`src/sv/utbd_pkg.sv`:
```
// Shared constants, word types and a helper function for the base-digit converter.
package utbd_pkg;

  localparam int unsigned MAX_DIGITS  = 64;
  localparam int unsigned VALUE_WIDTH = 64;

  localparam int unsigned IN_VALUE_W = 64;
  localparam int unsigned MIN_LEN_W  = 7;
  localparam int unsigned RADIX_W    = 6;
  localparam int unsigned CHAR_W     = 8;
  localparam int unsigned CFG_W      = 8;

  localparam int unsigned ND_W    = $clog2(MAX_DIGITS + 1);
  localparam int unsigned POS_W   = $clog2(MAX_DIGITS);
  localparam int unsigned CHUNKS  = (VALUE_WIDTH + 7) / 8;
  localparam int unsigned CHUNK_W = (CHUNKS > 1) ? $clog2(CHUNKS) : 1;
  localparam int unsigned VW_PAD  = CHUNKS * 8;

  localparam logic [RADIX_W-1:0] RADIX_RESET  = RADIX_W'(10);
  localparam logic [RADIX_W-1:0] RADIX_MIN    = RADIX_W'(2);
  localparam logic [RADIX_W-1:0] DIGIT_TEN    = RADIX_W'(10);
  localparam logic [CHAR_W-1:0]  LETTER_RESET = CHAR_W'(97);
  localparam logic [CHAR_W-1:0]  CHAR_ZERO    = CHAR_W'(48);

  typedef enum logic {
    REG_RADIX  = 1'b0,
    REG_LETTER = 1'b1
  } cfg_reg_e;

  typedef struct packed {
    logic [IN_VALUE_W-1:0] value;
    logic [MIN_LEN_W-1:0]  min_len;
  } in_word_t;

  typedef struct packed {
    logic [CHAR_W-1:0] char_out;
    logic              last;
  } out_word_t;

  typedef struct packed {
    logic [VALUE_WIDTH-1:0] value;
    logic [ND_W-1:0]        want;
    logic [RADIX_W-1:0]     base;
    logic [CHAR_W-1:0]      letter;
  } job_t;

  function automatic logic [CHAR_W-1:0] digit_char(input logic [RADIX_W-1:0] d,
                                                   input logic [CHAR_W-1:0]  letter);
    logic [CHAR_W-1:0] c;
    if (d >= DIGIT_TEN) begin
      c = letter + CHAR_W'(d) - CHAR_W'(DIGIT_TEN);
    end else begin
      c = CHAR_ZERO + CHAR_W'(d);
    end
    return c;
  endfunction

endpackage

```
`src/sv/unsigned_to_base_digits.sv`:
```
// Top level of the unsigned value to base-digit character converter.
// Each accepted word (value, min_len) yields max(digits, min(min_len, 64)) characters, most
// significant first, the last one flagged. Per digit the engine passes through a setup state,
// then divides the remaining value byte by byte, from its highest nonzero byte down to byte 0.
// Characters then leave at one per cycle while pop keeps up, through the digit-store read
// register and the output queue. Two jobs queue ahead of the engine, and two characters
// wait at the output.
module unsigned_to_base_digits (
  input  logic                          clk_i,
  input  logic                          rst_ni,
  input  logic                          push,
  output logic                          full,
  input  utbd_pkg::in_word_t            in_word_i,
  output logic                          empty,
  input  logic                          pop,
  output utbd_pkg::out_word_t           out_word_o,
  input  logic                          cfg_we_i,
  input  utbd_pkg::cfg_reg_e            cfg_idx_i,
  input  logic [utbd_pkg::CFG_W-1:0]    cfg_data_i
);
  import utbd_pkg::*;

  logic [RADIX_W-1:0] radix_q;
  logic [CHAR_W-1:0]  letter_q;
  job_t               front_job;
  job_t               queue_job;
  logic               job_valid;
  logic               job_pop;

  always_ff @(posedge clk_i or negedge rst_ni) begin
    if (!rst_ni) begin
      radix_q  <= RADIX_RESET;
      letter_q <= LETTER_RESET;
    end else if (cfg_we_i) begin
      unique case (cfg_idx_i)
        REG_RADIX:  radix_q  <= cfg_data_i[RADIX_W-1:0];
        REG_LETTER: letter_q <= cfg_data_i[CHAR_W-1:0];
        default: ;
      endcase
    end
  end

  utbd_front u_front (
    .in_word_i (in_word_i),
    .radix_i   (radix_q),
    .letter_i  (letter_q),
    .job_o     (front_job)
  );

  utbd_queue u_queue (
    .clk_i   (clk_i),
    .rst_ni  (rst_ni),
    .push_i  (push),
    .job_i   (front_job),
    .full_o  (full),
    .job_o   (queue_job),
    .valid_o (job_valid),
    .pop_i   (job_pop)
  );

  utbd_back u_back (
    .clk_i       (clk_i),
    .rst_ni      (rst_ni),
    .job_valid_i (job_valid),
    .job_pop_o   (job_pop),
    .job_i       (queue_job),
    .out_pop_i   (pop),
    .out_empty_o (empty),
    .out_word_o  (out_word_o)
  );

endmodule

```
`src/sv/utbd_front.sv`:
```
// Front end: classify an incoming word into a conversion job.
module utbd_front (
  input  utbd_pkg::in_word_t              in_word_i,
  input  logic [utbd_pkg::RADIX_W-1:0]    radix_i,
  input  logic [utbd_pkg::CHAR_W-1:0]     letter_i,
  output utbd_pkg::job_t                  job_o
);
  import utbd_pkg::*;

  always_comb begin
    job_o.value  = in_word_i.value[VALUE_WIDTH-1:0];
    if (in_word_i.min_len > MIN_LEN_W'(MAX_DIGITS)) begin
      job_o.want = ND_W'(MAX_DIGITS);
    end else begin
      job_o.want = ND_W'(in_word_i.min_len);
    end
    job_o.base   = (radix_i < RADIX_MIN) ? RADIX_MIN : radix_i;
    job_o.letter = letter_i;
  end

endmodule

```
`src/sv/utbd_queue.sv`:
```
// Two-entry job queue between the front end and the digit engine.
module utbd_queue (
  input  logic            clk_i,
  input  logic            rst_ni,
  input  logic            push_i,
  input  utbd_pkg::job_t  job_i,
  output logic            full_o,
  output utbd_pkg::job_t  job_o,
  output logic            valid_o,
  input  logic            pop_i
);
  import utbd_pkg::*;

  job_t       mem_q [2];
  logic       wptr_q, wptr_d;
  logic       rptr_q, rptr_d;
  logic [1:0] cnt_q, cnt_d;
  logic       do_push, do_pop;

  assign full_o  = (cnt_q == 2'd2);
  assign valid_o = (cnt_q != 2'd0);
  assign job_o   = mem_q[rptr_q];
  assign do_push = push_i && !full_o;
  assign do_pop  = pop_i && valid_o;

  always_comb begin
    wptr_d = do_push ? ~wptr_q : wptr_q;
    rptr_d = do_pop ? ~rptr_q : rptr_q;
    cnt_d  = cnt_q + 2'(do_push) - 2'(do_pop);
  end

  always_ff @(posedge clk_i or negedge rst_ni) begin
    if (!rst_ni) begin
      wptr_q <= 1'b0;
      rptr_q <= 1'b0;
      cnt_q  <= 2'd0;
    end else begin
      wptr_q <= wptr_d;
      rptr_q <= rptr_d;
      cnt_q  <= cnt_d;
    end
  end

  always_ff @(posedge clk_i) begin
    if (do_push) begin
      mem_q[wptr_q] <= job_i;
    end
  end

endmodule

```
`src/sv/utbd_back.sv`:
```
// Digit engine: byte-serial division, digit store and character output queue.
module utbd_back (
  input  logic               clk_i,
  input  logic               rst_ni,
  input  logic               job_valid_i,
  output logic               job_pop_o,
  input  utbd_pkg::job_t     job_i,
  input  logic               out_pop_i,
  output logic               out_empty_o,
  output utbd_pkg::out_word_t out_word_o
);
  import utbd_pkg::*;

  typedef enum logic [3:0] {
    S_IDLE  = 4'b0001,
    S_START = 4'b0010,
    S_DIV   = 4'b0100,
    S_EMIT  = 4'b1000
  } back_state_e;

  back_state_e         state_q, state_d;
  logic [VW_PAD-1:0]   val_q, val_d;
  logic [RADIX_W-1:0]  rem_q, rem_d;
  logic [CHUNK_W-1:0]  chunk_q, chunk_d;
  logic [ND_W-1:0]     nd_q, nd_d;
  logic [ND_W-1:0]     want_q, want_d;
  logic [RADIX_W-1:0]  base_q, base_d;
  logic [CHAR_W-1:0]   letter_q, letter_d;
  logic [POS_W-1:0]    pos_q, pos_d;

  logic                p_valid_q, p_valid_d;
  logic                p_pad_q, p_pad_d;
  logic                p_last_q, p_last_d;
  logic [RADIX_W-1:0]  rd_q;
  logic [RADIX_W-1:0]  dig_mem [MAX_DIGITS];
  logic                dig_we, rd_en;

  out_word_t           fifo_q [2];
  logic                wptr_q, rptr_q;
  logic [1:0]          cnt_q, cnt_d;
  logic                deq;
  logic [2:0]          occ;
  logic                credit;

  logic [7:0]          div_byte;
  logic [7:0]          quo;
  logic [RADIX_W-1:0]  div_rem;
  logic [CHUNK_W-1:0]  top_chunk;
  logic [ND_W-1:0]     total;
  out_word_t           push_word;

  always_comb begin
    logic [RADIX_W-1:0] r;
    logic [RADIX_W:0]   r2;
    r        = rem_q;
    div_byte = val_q[{chunk_q, 3'b000} +: 8];
    quo      = 8'd0;
    for (int i = 7; i >= 0; i--) begin
      r2 = {r, div_byte[i]};
      if (r2 >= {1'b0, base_q}) begin
        r2     = r2 - {1'b0, base_q};
        quo[i] = 1'b1;
      end
      r = r2[RADIX_W-1:0];
    end
    div_rem = r;
  end

  always_comb begin
    top_chunk = '0;
    for (int c = 0; c < CHUNKS; c++) begin
      if (val_q[c*8 +: 8] != 8'd0) begin
        top_chunk = CHUNK_W'(c);
      end
    end
  end

  assign total  = (want_q > nd_q) ? want_q : nd_q;
  assign deq    = out_pop_i && (cnt_q != 2'd0);
  assign occ    = {1'b0, cnt_q} + {2'b00, p_valid_q} - {2'b00, deq};
  assign credit = (occ < 3'd2);

  always_comb begin
    state_d   = state_q;
    val_d     = val_q;
    rem_d     = rem_q;
    chunk_d   = chunk_q;
    nd_d      = nd_q;
    want_d    = want_q;
    base_d    = base_q;
    letter_d  = letter_q;
    pos_d     = pos_q;
    p_valid_d = 1'b0;
    p_pad_d   = p_pad_q;
    p_last_d  = p_last_q;
    dig_we    = 1'b0;
    rd_en     = 1'b0;
    job_pop_o = 1'b0;

    unique case (state_q)
      S_IDLE: begin
        if (job_valid_i) begin
          job_pop_o = 1'b1;
          val_d     = VW_PAD'(job_i.value);
          want_d    = job_i.want;
          base_d    = job_i.base;
          letter_d  = job_i.letter;
          nd_d      = '0;
          state_d   = S_START;
        end
      end
      S_START: begin
        if ((nd_q != '0) && ((val_q == '0) || (nd_q == ND_W'(MAX_DIGITS)))) begin
          pos_d   = POS_W'(total - ND_W'(1));
          state_d = S_EMIT;
        end else begin
          chunk_d = top_chunk;
          rem_d   = '0;
          state_d = S_DIV;
        end
      end
      S_DIV: begin
        val_d[{chunk_q, 3'b000} +: 8] = quo;
        rem_d = div_rem;
        if (chunk_q == '0) begin
          dig_we  = 1'b1;
          nd_d    = nd_q + ND_W'(1);
          state_d = S_START;
        end else begin
          chunk_d = chunk_q - CHUNK_W'(1);
        end
      end
      S_EMIT: begin
        if (credit) begin
          p_valid_d = 1'b1;
          p_pad_d   = (ND_W'(pos_q) >= nd_q);
          p_last_d  = (pos_q == '0);
          rd_en     = 1'b1;
          if (pos_q == '0) begin
            state_d = S_IDLE;
          end else begin
            pos_d = pos_q - POS_W'(1);
          end
        end
      end
      default: state_d = S_IDLE;
    endcase
  end

  always_ff @(posedge clk_i or negedge rst_ni) begin
    if (!rst_ni) begin
      state_q   <= S_IDLE;
      p_valid_q <= 1'b0;
      wptr_q    <= 1'b0;
      rptr_q    <= 1'b0;
      cnt_q     <= 2'd0;
    end else begin
      state_q   <= state_d;
      p_valid_q <= p_valid_d;
      wptr_q    <= p_valid_q ? ~wptr_q : wptr_q;
      rptr_q    <= deq ? ~rptr_q : rptr_q;
      cnt_q     <= cnt_d;
    end
  end

  always_ff @(posedge clk_i) begin
    val_q    <= val_d;
    rem_q    <= rem_d;
    chunk_q  <= chunk_d;
    nd_q     <= nd_d;
    want_q   <= want_d;
    base_q   <= base_d;
    letter_q <= letter_d;
    pos_q    <= pos_d;
    p_pad_q  <= p_pad_d;
    p_last_q <= p_last_d;
  end

  always_ff @(posedge clk_i) begin
    if (dig_we) begin
      dig_mem[nd_q[POS_W-1:0]] <= div_rem;
    end
    if (rd_en) begin
      rd_q <= dig_mem[pos_q];
    end
  end

  always_comb begin
    push_word.char_out = p_pad_q ? CHAR_ZERO : digit_char(rd_q, letter_q);
    push_word.last     = p_last_q;
    cnt_d              = cnt_q + 2'(p_valid_q) - 2'(deq);
  end

  always_ff @(posedge clk_i) begin
    if (p_valid_q) begin
      fifo_q[wptr_q] <= push_word;
    end
  end

  assign out_empty_o = (cnt_q == 2'd0);
  assign out_word_o  = fifo_q[rptr_q];

endmodule
```
`config.mk`:
```
export PLATFORM = sky130hd
export DESIGN_NAME = unsigned_to_base_digits
export DESIGN_NICKNAME = d
export VERILOG_FILES = /design/src/sv/utbd_pkg.sv /design/src/sv/unsigned_to_base_digits.sv /design/src/sv/utbd_front.sv /design/src/sv/utbd_queue.sv /design/src/sv/utbd_back.sv
export SDC_FILE = /design/constraint.sdc
export NUM_CORES = 1
export LEC_CHECK = 0
export ABC_AREA = 0
export BUFFER_PORTS_ARGS = -buffer_cell sky130_fd_sc_hd__buf_2
export CAP_MARGIN = 10
export CORE_UTILIZATION = 38
export CTS_CLUSTER_DIAMETER = 80
export DETAILED_ROUTE_END_ITERATION = 7
export PLACE_DENSITY = 0.64
export SLEW_MARGIN = 20
export SYNTH_ARGS = -nofsm -noshare
export SYNTH_HDL_FRONTEND = slang
export SYNTH_HIERARCHICAL = 1
export SYNTH_SLANG_ARGS = --single-unit
export TNS_END_PERCENT = 10
```
`constraint.sdc`:
```
create_clock -name clk_i -period 38.8 [get_ports clk_i]
set_input_delay 3.88 -clock clk_i [delete_from_list [all_inputs] [get_ports clk_i]]
set_output_delay 3.88 -clock clk_i [all_outputs]
set_load 0.05 [all_outputs]
```
==> results of run 1 <==
logic make-up (layout without fill, tap and decap cells):
group           after synthesis  after routing
mux                         291            291
fa+ha+maj                    93             93
compound gates              218            218
buf+inv                     230            320
xor+xnor                     47             47
simple gates                403            403
other cells                   0              1
flops                       714            714
worst max-delay path: cells and delay by family, from the launching register on:
kind	cells	cell delay [ps]
simple gates	23	6510
fa+ha+maj	8	2210
compound gates	32	7580
flops	1	340
buf+inv	6	1210
mux	9	3580
final cells by class:
cell class                 count  area, µm²
multi-input combinational   1052      10100
timing repair buffer         108        586
tap                         1144       1430
clock inverter                50        500
sequential                   714      21300
inverter                      72        270
antenna                        1       2.50
fill                        7463      48900
clock buffer                  90       1950
placed cells by master (no fill, tap or decap), drive strengths merged, types with 7 or more instances in the layout:
cell type    n
edfxtp     687
inv         79
o21ai       96
o211ai       7
nor4        16
nand2      132
mux4       142
clkinv      35
ha          83
mux2       121
nor2       111
fa          10
nand4       10
nand2b      24
and2        16
mux2i       28
o21a         7
and3         9
dfrtp       21
a211oi       9
xor2        18
a21o        21
nor2b       19
buf        108
nand3       26
a21oi       40
xnor2       29
clkbuf      90
nor3        12
state kept, by name, indices dropped and copies added (netlist names), 2 cells and up:
register and cells:
u_back/dig_mem 384, u_queue/mem_q 170, u_back/val_q 64, u_back/fifo_q 18, letter_q 8, u_back/letter_q 8, u_back/nd_q 7, u_back/want_q 7
radix_q 6, u_back/base_q 6, u_back/pos_q 6, u_back/rd_q 6, u_back/rem_q 6, u_back/state_q 4, u_back/chunk_q 3, u_back/cnt_q 2
u_queue/cnt_q 2
per-layer routing:
metal / vias to the layer above / global-route usage (%) / wire (µm)
li1: 7712 / - / -
met1: 8775 / 21.6 / 29700
met2: 548 / 27.9 / 35100
met3: 130 / 2.59 / 3690
met4: 6 / 5.21 / 1830
met5: - / 0 / 41
metrics by stage:
stage               hold WS [ps]  area, µm²  util [%]  std cells  worst slack (ps)
finish                       470      36100      42.5       3231             17140
global route                 477      36100      42.5       3231             15530
CTS                          473      36100      42.5       3230             17120
detailed placement           459      33700      39.6       3090             17200
global placement             451      33700      39.6       3090             17950
floorplan                    421      32600         -       1996             20250
worst paths after layout:
kind / depth (start not counted) / startpoint / slack, ps / endpoint
max: 78 / u_back/chunk_q[0]$_DFFE_PP_ / 17140 / u_back/rem_q[0]$_SDFFCE_PN0P_
min: 0 / letter_q[4]$_DFFE_PN0P_ / 470 / u_queue/mem_q[0][4]$_DFFE_PP_
max reg2reg: 78 / u_back/chunk_q[0]$_DFFE_PP_ / 17140 / u_back/rem_q[0]$_SDFFCE_PN0P_
min reg2reg: 0 / letter_q[4]$_DFFE_PN0P_ / 470 / u_queue/mem_q[0][4]$_DFFE_PP_
max in group asynchronous: 1 / rst_ni / 35030 / u_queue/rptr_q$_DFFE_PN0P_
min in group asynchronous: 1 / rst_ni / 3290 / letter_q[7]$_DFFE_PN0P_
==> results.json, run 1 <==
{
  "async_flop_share_pct": 3.78,
  "avgSynthCellArea_um2": 16.3,
  "maxCapViolations": 0,
  "synthCells": 1996,
  "drive_above_1_share_pct": 24.8,
  "vias": 17171,
  "antenna_found_initial": 8,
  "synthXorXnorAreaFrac_pct": 1.26,
  "syn_nets": 2174,
  "clock_path_buffers": 3,
  "synth_top_area_share_pct": 63.3,
  "status": "finished, final reports clean",
  "synth_edf_count": 687,
  "routedWlPerCell_um": 21.8,
  "max_stage_delay_ps": 790,
  "slowest_stage": "nor2_1",
  "period_needed_ps": 21660,
  "root_buffer": "clkbuf_16",
  "num_rows": 107,
  "final_max_slew_viol_count": 0,
  "core-area_um2": 85000,
  "finalSetupViolations": 0,
  "htreeDepth": 3,
  "grt_pass1_wl_mm": 108,
  "area_delta_synth_final_pct": 10.9,
  "clock_latency_ps": 630,
  "firstDrtPassIters": 6,
  "grt_start_max_net_pins": 99,
  "worst_slew_pin_slew_ps": 1070,
  "initial_core_util_pct": 38.3,
  "holdBufCountCts": 0,
  "dieArea_um2": 87000,
  "synth_common_cells": "edfxtp_1 (687), mux4_2 (142), nand2_1 (131)",
  "dpl.hpwl_mm": 47.6,
  "post_cts_buffers": 0,
  "cts_tree": "built",
  "grt_pass1_vias": 18048,
  "die_w_um": 295,
  "synth_fa_ha_area_share_pct": 3.80,
  "yosysWarnings": 6,
  "drt-initial-drc-count": 1466,
  "yosys.area.top_type": "edfxtp_1",
  "synth-seq-area-share_pct": 65.4,
  "clk_pin_slew_ps": 60,
  "dieHeight_um": 295,
  "cp-start-kind": "flip-flop",
  "timing_hold_violations_final": 0,
  "synth.area.mux_share_pct": 15.4,
  "drtAntennaViolNets": 0,
  "synth-simple-area-share_pct": 5.95,
  "fin_crit_sh_pct": 55.8,
  "yosys-top-cells-area": "edfxtp_1 (63%), mux4_2 (9.8%), ha_1 (3.2%)",
  "crit_arrival_ps": 22130,
  "synth_area_um2": 32600,
  "grt-ovfl-total": 0,
  "post_cts_resize_count": 0,
  "synth.most_common_cell": "edfxtp_1",
  "grt_usage_pct": 16.5,
  "fin_setup_tns_ps": 0,
  "critical_path_class": "reg2reg",
  "slew_headroom_pct": 28.3,
  "rsz0062_at_grt": "false",
  "cts.sinks": 714,
  "cp_data_required_time_ps": 39270,
  "cts-buffers-inserted": 76,
  "nNetsFinal": 2202,
  "synth_compound_gate_area_share_pct": 4.36,
  "fmax_mhz": 46.2,
  "critPathCaptureType": "flip-flop",
  "synth_top_flop_cell": "edfxtp_1",
  "ys_seq_elements": 714,
  "drcViolationCount": 0,
  "hp-class": "reg2reg",
  "io_buffers": 95,
  "gp_congestion": 0.855,
  "ios": 96,
  "wirelength_mm": 70.3,
  "synth_top_family_by_area": "multiplexers",
  "clock_skew_ps": 49.6,
  "yosysUniqueCellTypes": 81,
  "vias_per_cell": 5.31,
  "cp_max_fo": 65
}
Power of run 1 is not shown: default switching activity piles up to over one toggle a cycle in this logic, so the estimate is an artifact.
==> run 2: changes to the inputs <==
PLACE_DENSITY = 0.66   (was 0.64)
clock period = 19.1 ns   (was 38.8 ns; I/O delays follow)
==> run 2 against run 1 <==
Largest cell class unchanged. Sequential cell count is the same. Design area grew 0.68%. Die area is the same. Setup slack lost 16000 ps. Sequential share of layout area shrank 0.40 points.
==> results.json, run 2 (synthesis gave the netlist of run 1 again) <==
{
  "dieHeight_um": 295,
  "final_max_slew_viol_count": 0,
  "root_buffer": "clkbuf_16",
  "use_met3_pct": 3.07,
  "layout_commonest_cell": "edfxtp_1",
  "place_area_um2": 33800,
  "cts-buffers-inserted": 76,
  "drive_above_1_share_pct": 25.8,
  "gp_congestion": 0.905,
  "antenna_found_initial": 8,
  "worst_slew_pin_slew_ps": 1090,
  "finalSetupViolations": 0,
  "drt-initial-drc-count": 1339,
  "clock_skew_ps": 19.7,
  "largest_reg_flops": 384,
  "fin_setup_tns_ps": 0,
  "drcViolationCount": 0,
  "rsz0062_at_grt": "false",
  "cp-start-kind": "flip-flop",
  "fin_crit_sh_pct": 93.9,
  "die_w_um": 295,
  "busiest_layer": "met2",
  "antenna_cells": 0,
  "critPathCaptureType": "flip-flop",
  "fmax_mhz": 55.8,
  "period_needed_ps": 17930,
  "grt-ovfl-total": 0,
  "holdBufCountCts": 0,
  "hp-class": "reg2reg",
  "timing_hold_violations_final": 0,
  "layout_setup_ws_ps": 1170,
  "dpl.hpwl_mm": 47.9,
  "wirelength_mm": 70.8,
  "grt_start_max_net_pins": 98,
  "firstDrtPassIters": 6,
  "max_stage_delay_ps": 540,
  "dieArea_um2": 87000,
  "cp_max_fo": 64,
  "vias_per_cell": 5.36,
  "critical_path_class": "reg2reg",
  "cp_data_required_time_ps": 19370,
  "globalRouteMet1Util_pct": 21.8,
  "status": "finished, final reports clean",
  "nNetsFinal": 2225,
  "vias": 17422,
  "clock_path_buffers": 3,
  "slew_headroom_pct": 27.2,
  "pre_cts_slack_ps": 47.4,
  "num_rows": 107,
  "grt_usage_pct": 16.5,
  "initial_core_util_pct": 38.3,
  "grt_pass1_vias": 18203,
  "area_delta_synth_final_pct": 11.6,
  "htreeDepth": 3,
  "grt.met2_usage_pct": 27.4,
  "crit_arrival_ps": 18200,
  "core-area_um2": 85000,
  "routedWlPerCell_um": 21.8,
  "maxCapViolations": 0,
  "drtAntennaViolNets": 0,
  "final_area_um2": 36400,
  "cts_tree": "built",
  "clock_latency_ps": 620,
  "clk_pin_slew_ps": 60,
  "ios": 96,
  "grt_pass1_wl_mm": 109,
  "final_cell_mix": "edfxtp_1 (687), mux4_2 (142), nand2_1 (131), nor2_1 (109), buf_2 (95)",
  "cts.sinks": 714,
  "slowest_stage": "mux4_2",
  "io_buffers": 95,
  "fin_util_pct": 42.8
}
[run 2: cell count changes in the layout (fill, tap and decap cells not counted), moves of 2 or more]
| cell | change |
|---|---|
| clkbuf_1 | +2 |
| buf_4 | +21 |
| buf_12 | +2 |
| mux2_4 | -2 |
| inv_8 | +2 |
| inv_6 | -5 |
| clkinv_2 | -5 |
| clkinv_8 | +2 |
| clkinvlp_4 | +2 |
| clkbuf_16 | +2 |
[run 2: final timing paths]
path	start	endpoint	slack, ps	cells after the start
worst max-delay path	u_back/chunk_q[0]$_DFFE_PP_	u_back/dig_mem[34][1]$_DFFE_PP_	1170	77
worst min-delay path	letter_q[7]$_DFFE_PN0P_	u_queue/mem_q[1][7]$_DFFE_PP_	470	0
worst max register to register	u_back/chunk_q[0]$_DFFE_PP_	u_back/dig_mem[34][1]$_DFFE_PP_	1170	77
worst min register to register	letter_q[7]$_DFFE_PN0P_	u_queue/mem_q[1][7]$_DFFE_PP_	470	0
max in group asynchronous	rst_ni	u_queue/rptr_q$_DFFE_PN0P_	17320	1
min in group asynchronous	rst_ni	letter_q[1]$_DFFE_PN0P_	1310	1
[run 2: layout make-up]
type                       count  area, µm²
inverter                      72        274
clock buffer                  94       2010
multi-input combinational   1052      10100
tap                         1144       1430
sequential                   714      21300
fill                        7401      48600
clock inverter                44        443
timing repair buffer         131        783
[run 2: repair_timing]
item / CTS / global route
buffers inserted: 2 / 7
endpoints found under the setup margin: 62 / 398
gates resized for setup: 0 / 14
pin swaps: 0 / 1
endpoints found under the hold margin: 0 / 0
[run 2: critical path: cells and delay by family, from the launching register on]
family	cells	cell delay (ps)
DFF	1	430
adders and majority gates	8	2110
muxes	9	3250
AOI/OAI and AO/OA	34	7490
and+or+nand+nor	20	3370
buffers and inverters	6	800
[run 2: through the flow]
| stage | hold slack (ps) | cells |
|---|---|---|
| 3_3_place_gp | 453 | 3104 |
| 2_1_floorplan | 421 | 1996 |
| 6_report | 467 | 3251 |
| 5_1_grt | 484 | 3251 |
| 3_5_place_dp | 459 | 3104 |
| 4_1_cts | 475 | 3244 |
[run 2: metal layers]
layer	wire length, µm	vias up
li1	-	7742
met1	29700	8895
met2	34800	623
met3	4220	154
met4	2070	8
met5	53	-
Power of run 2 is left out for the same reason.
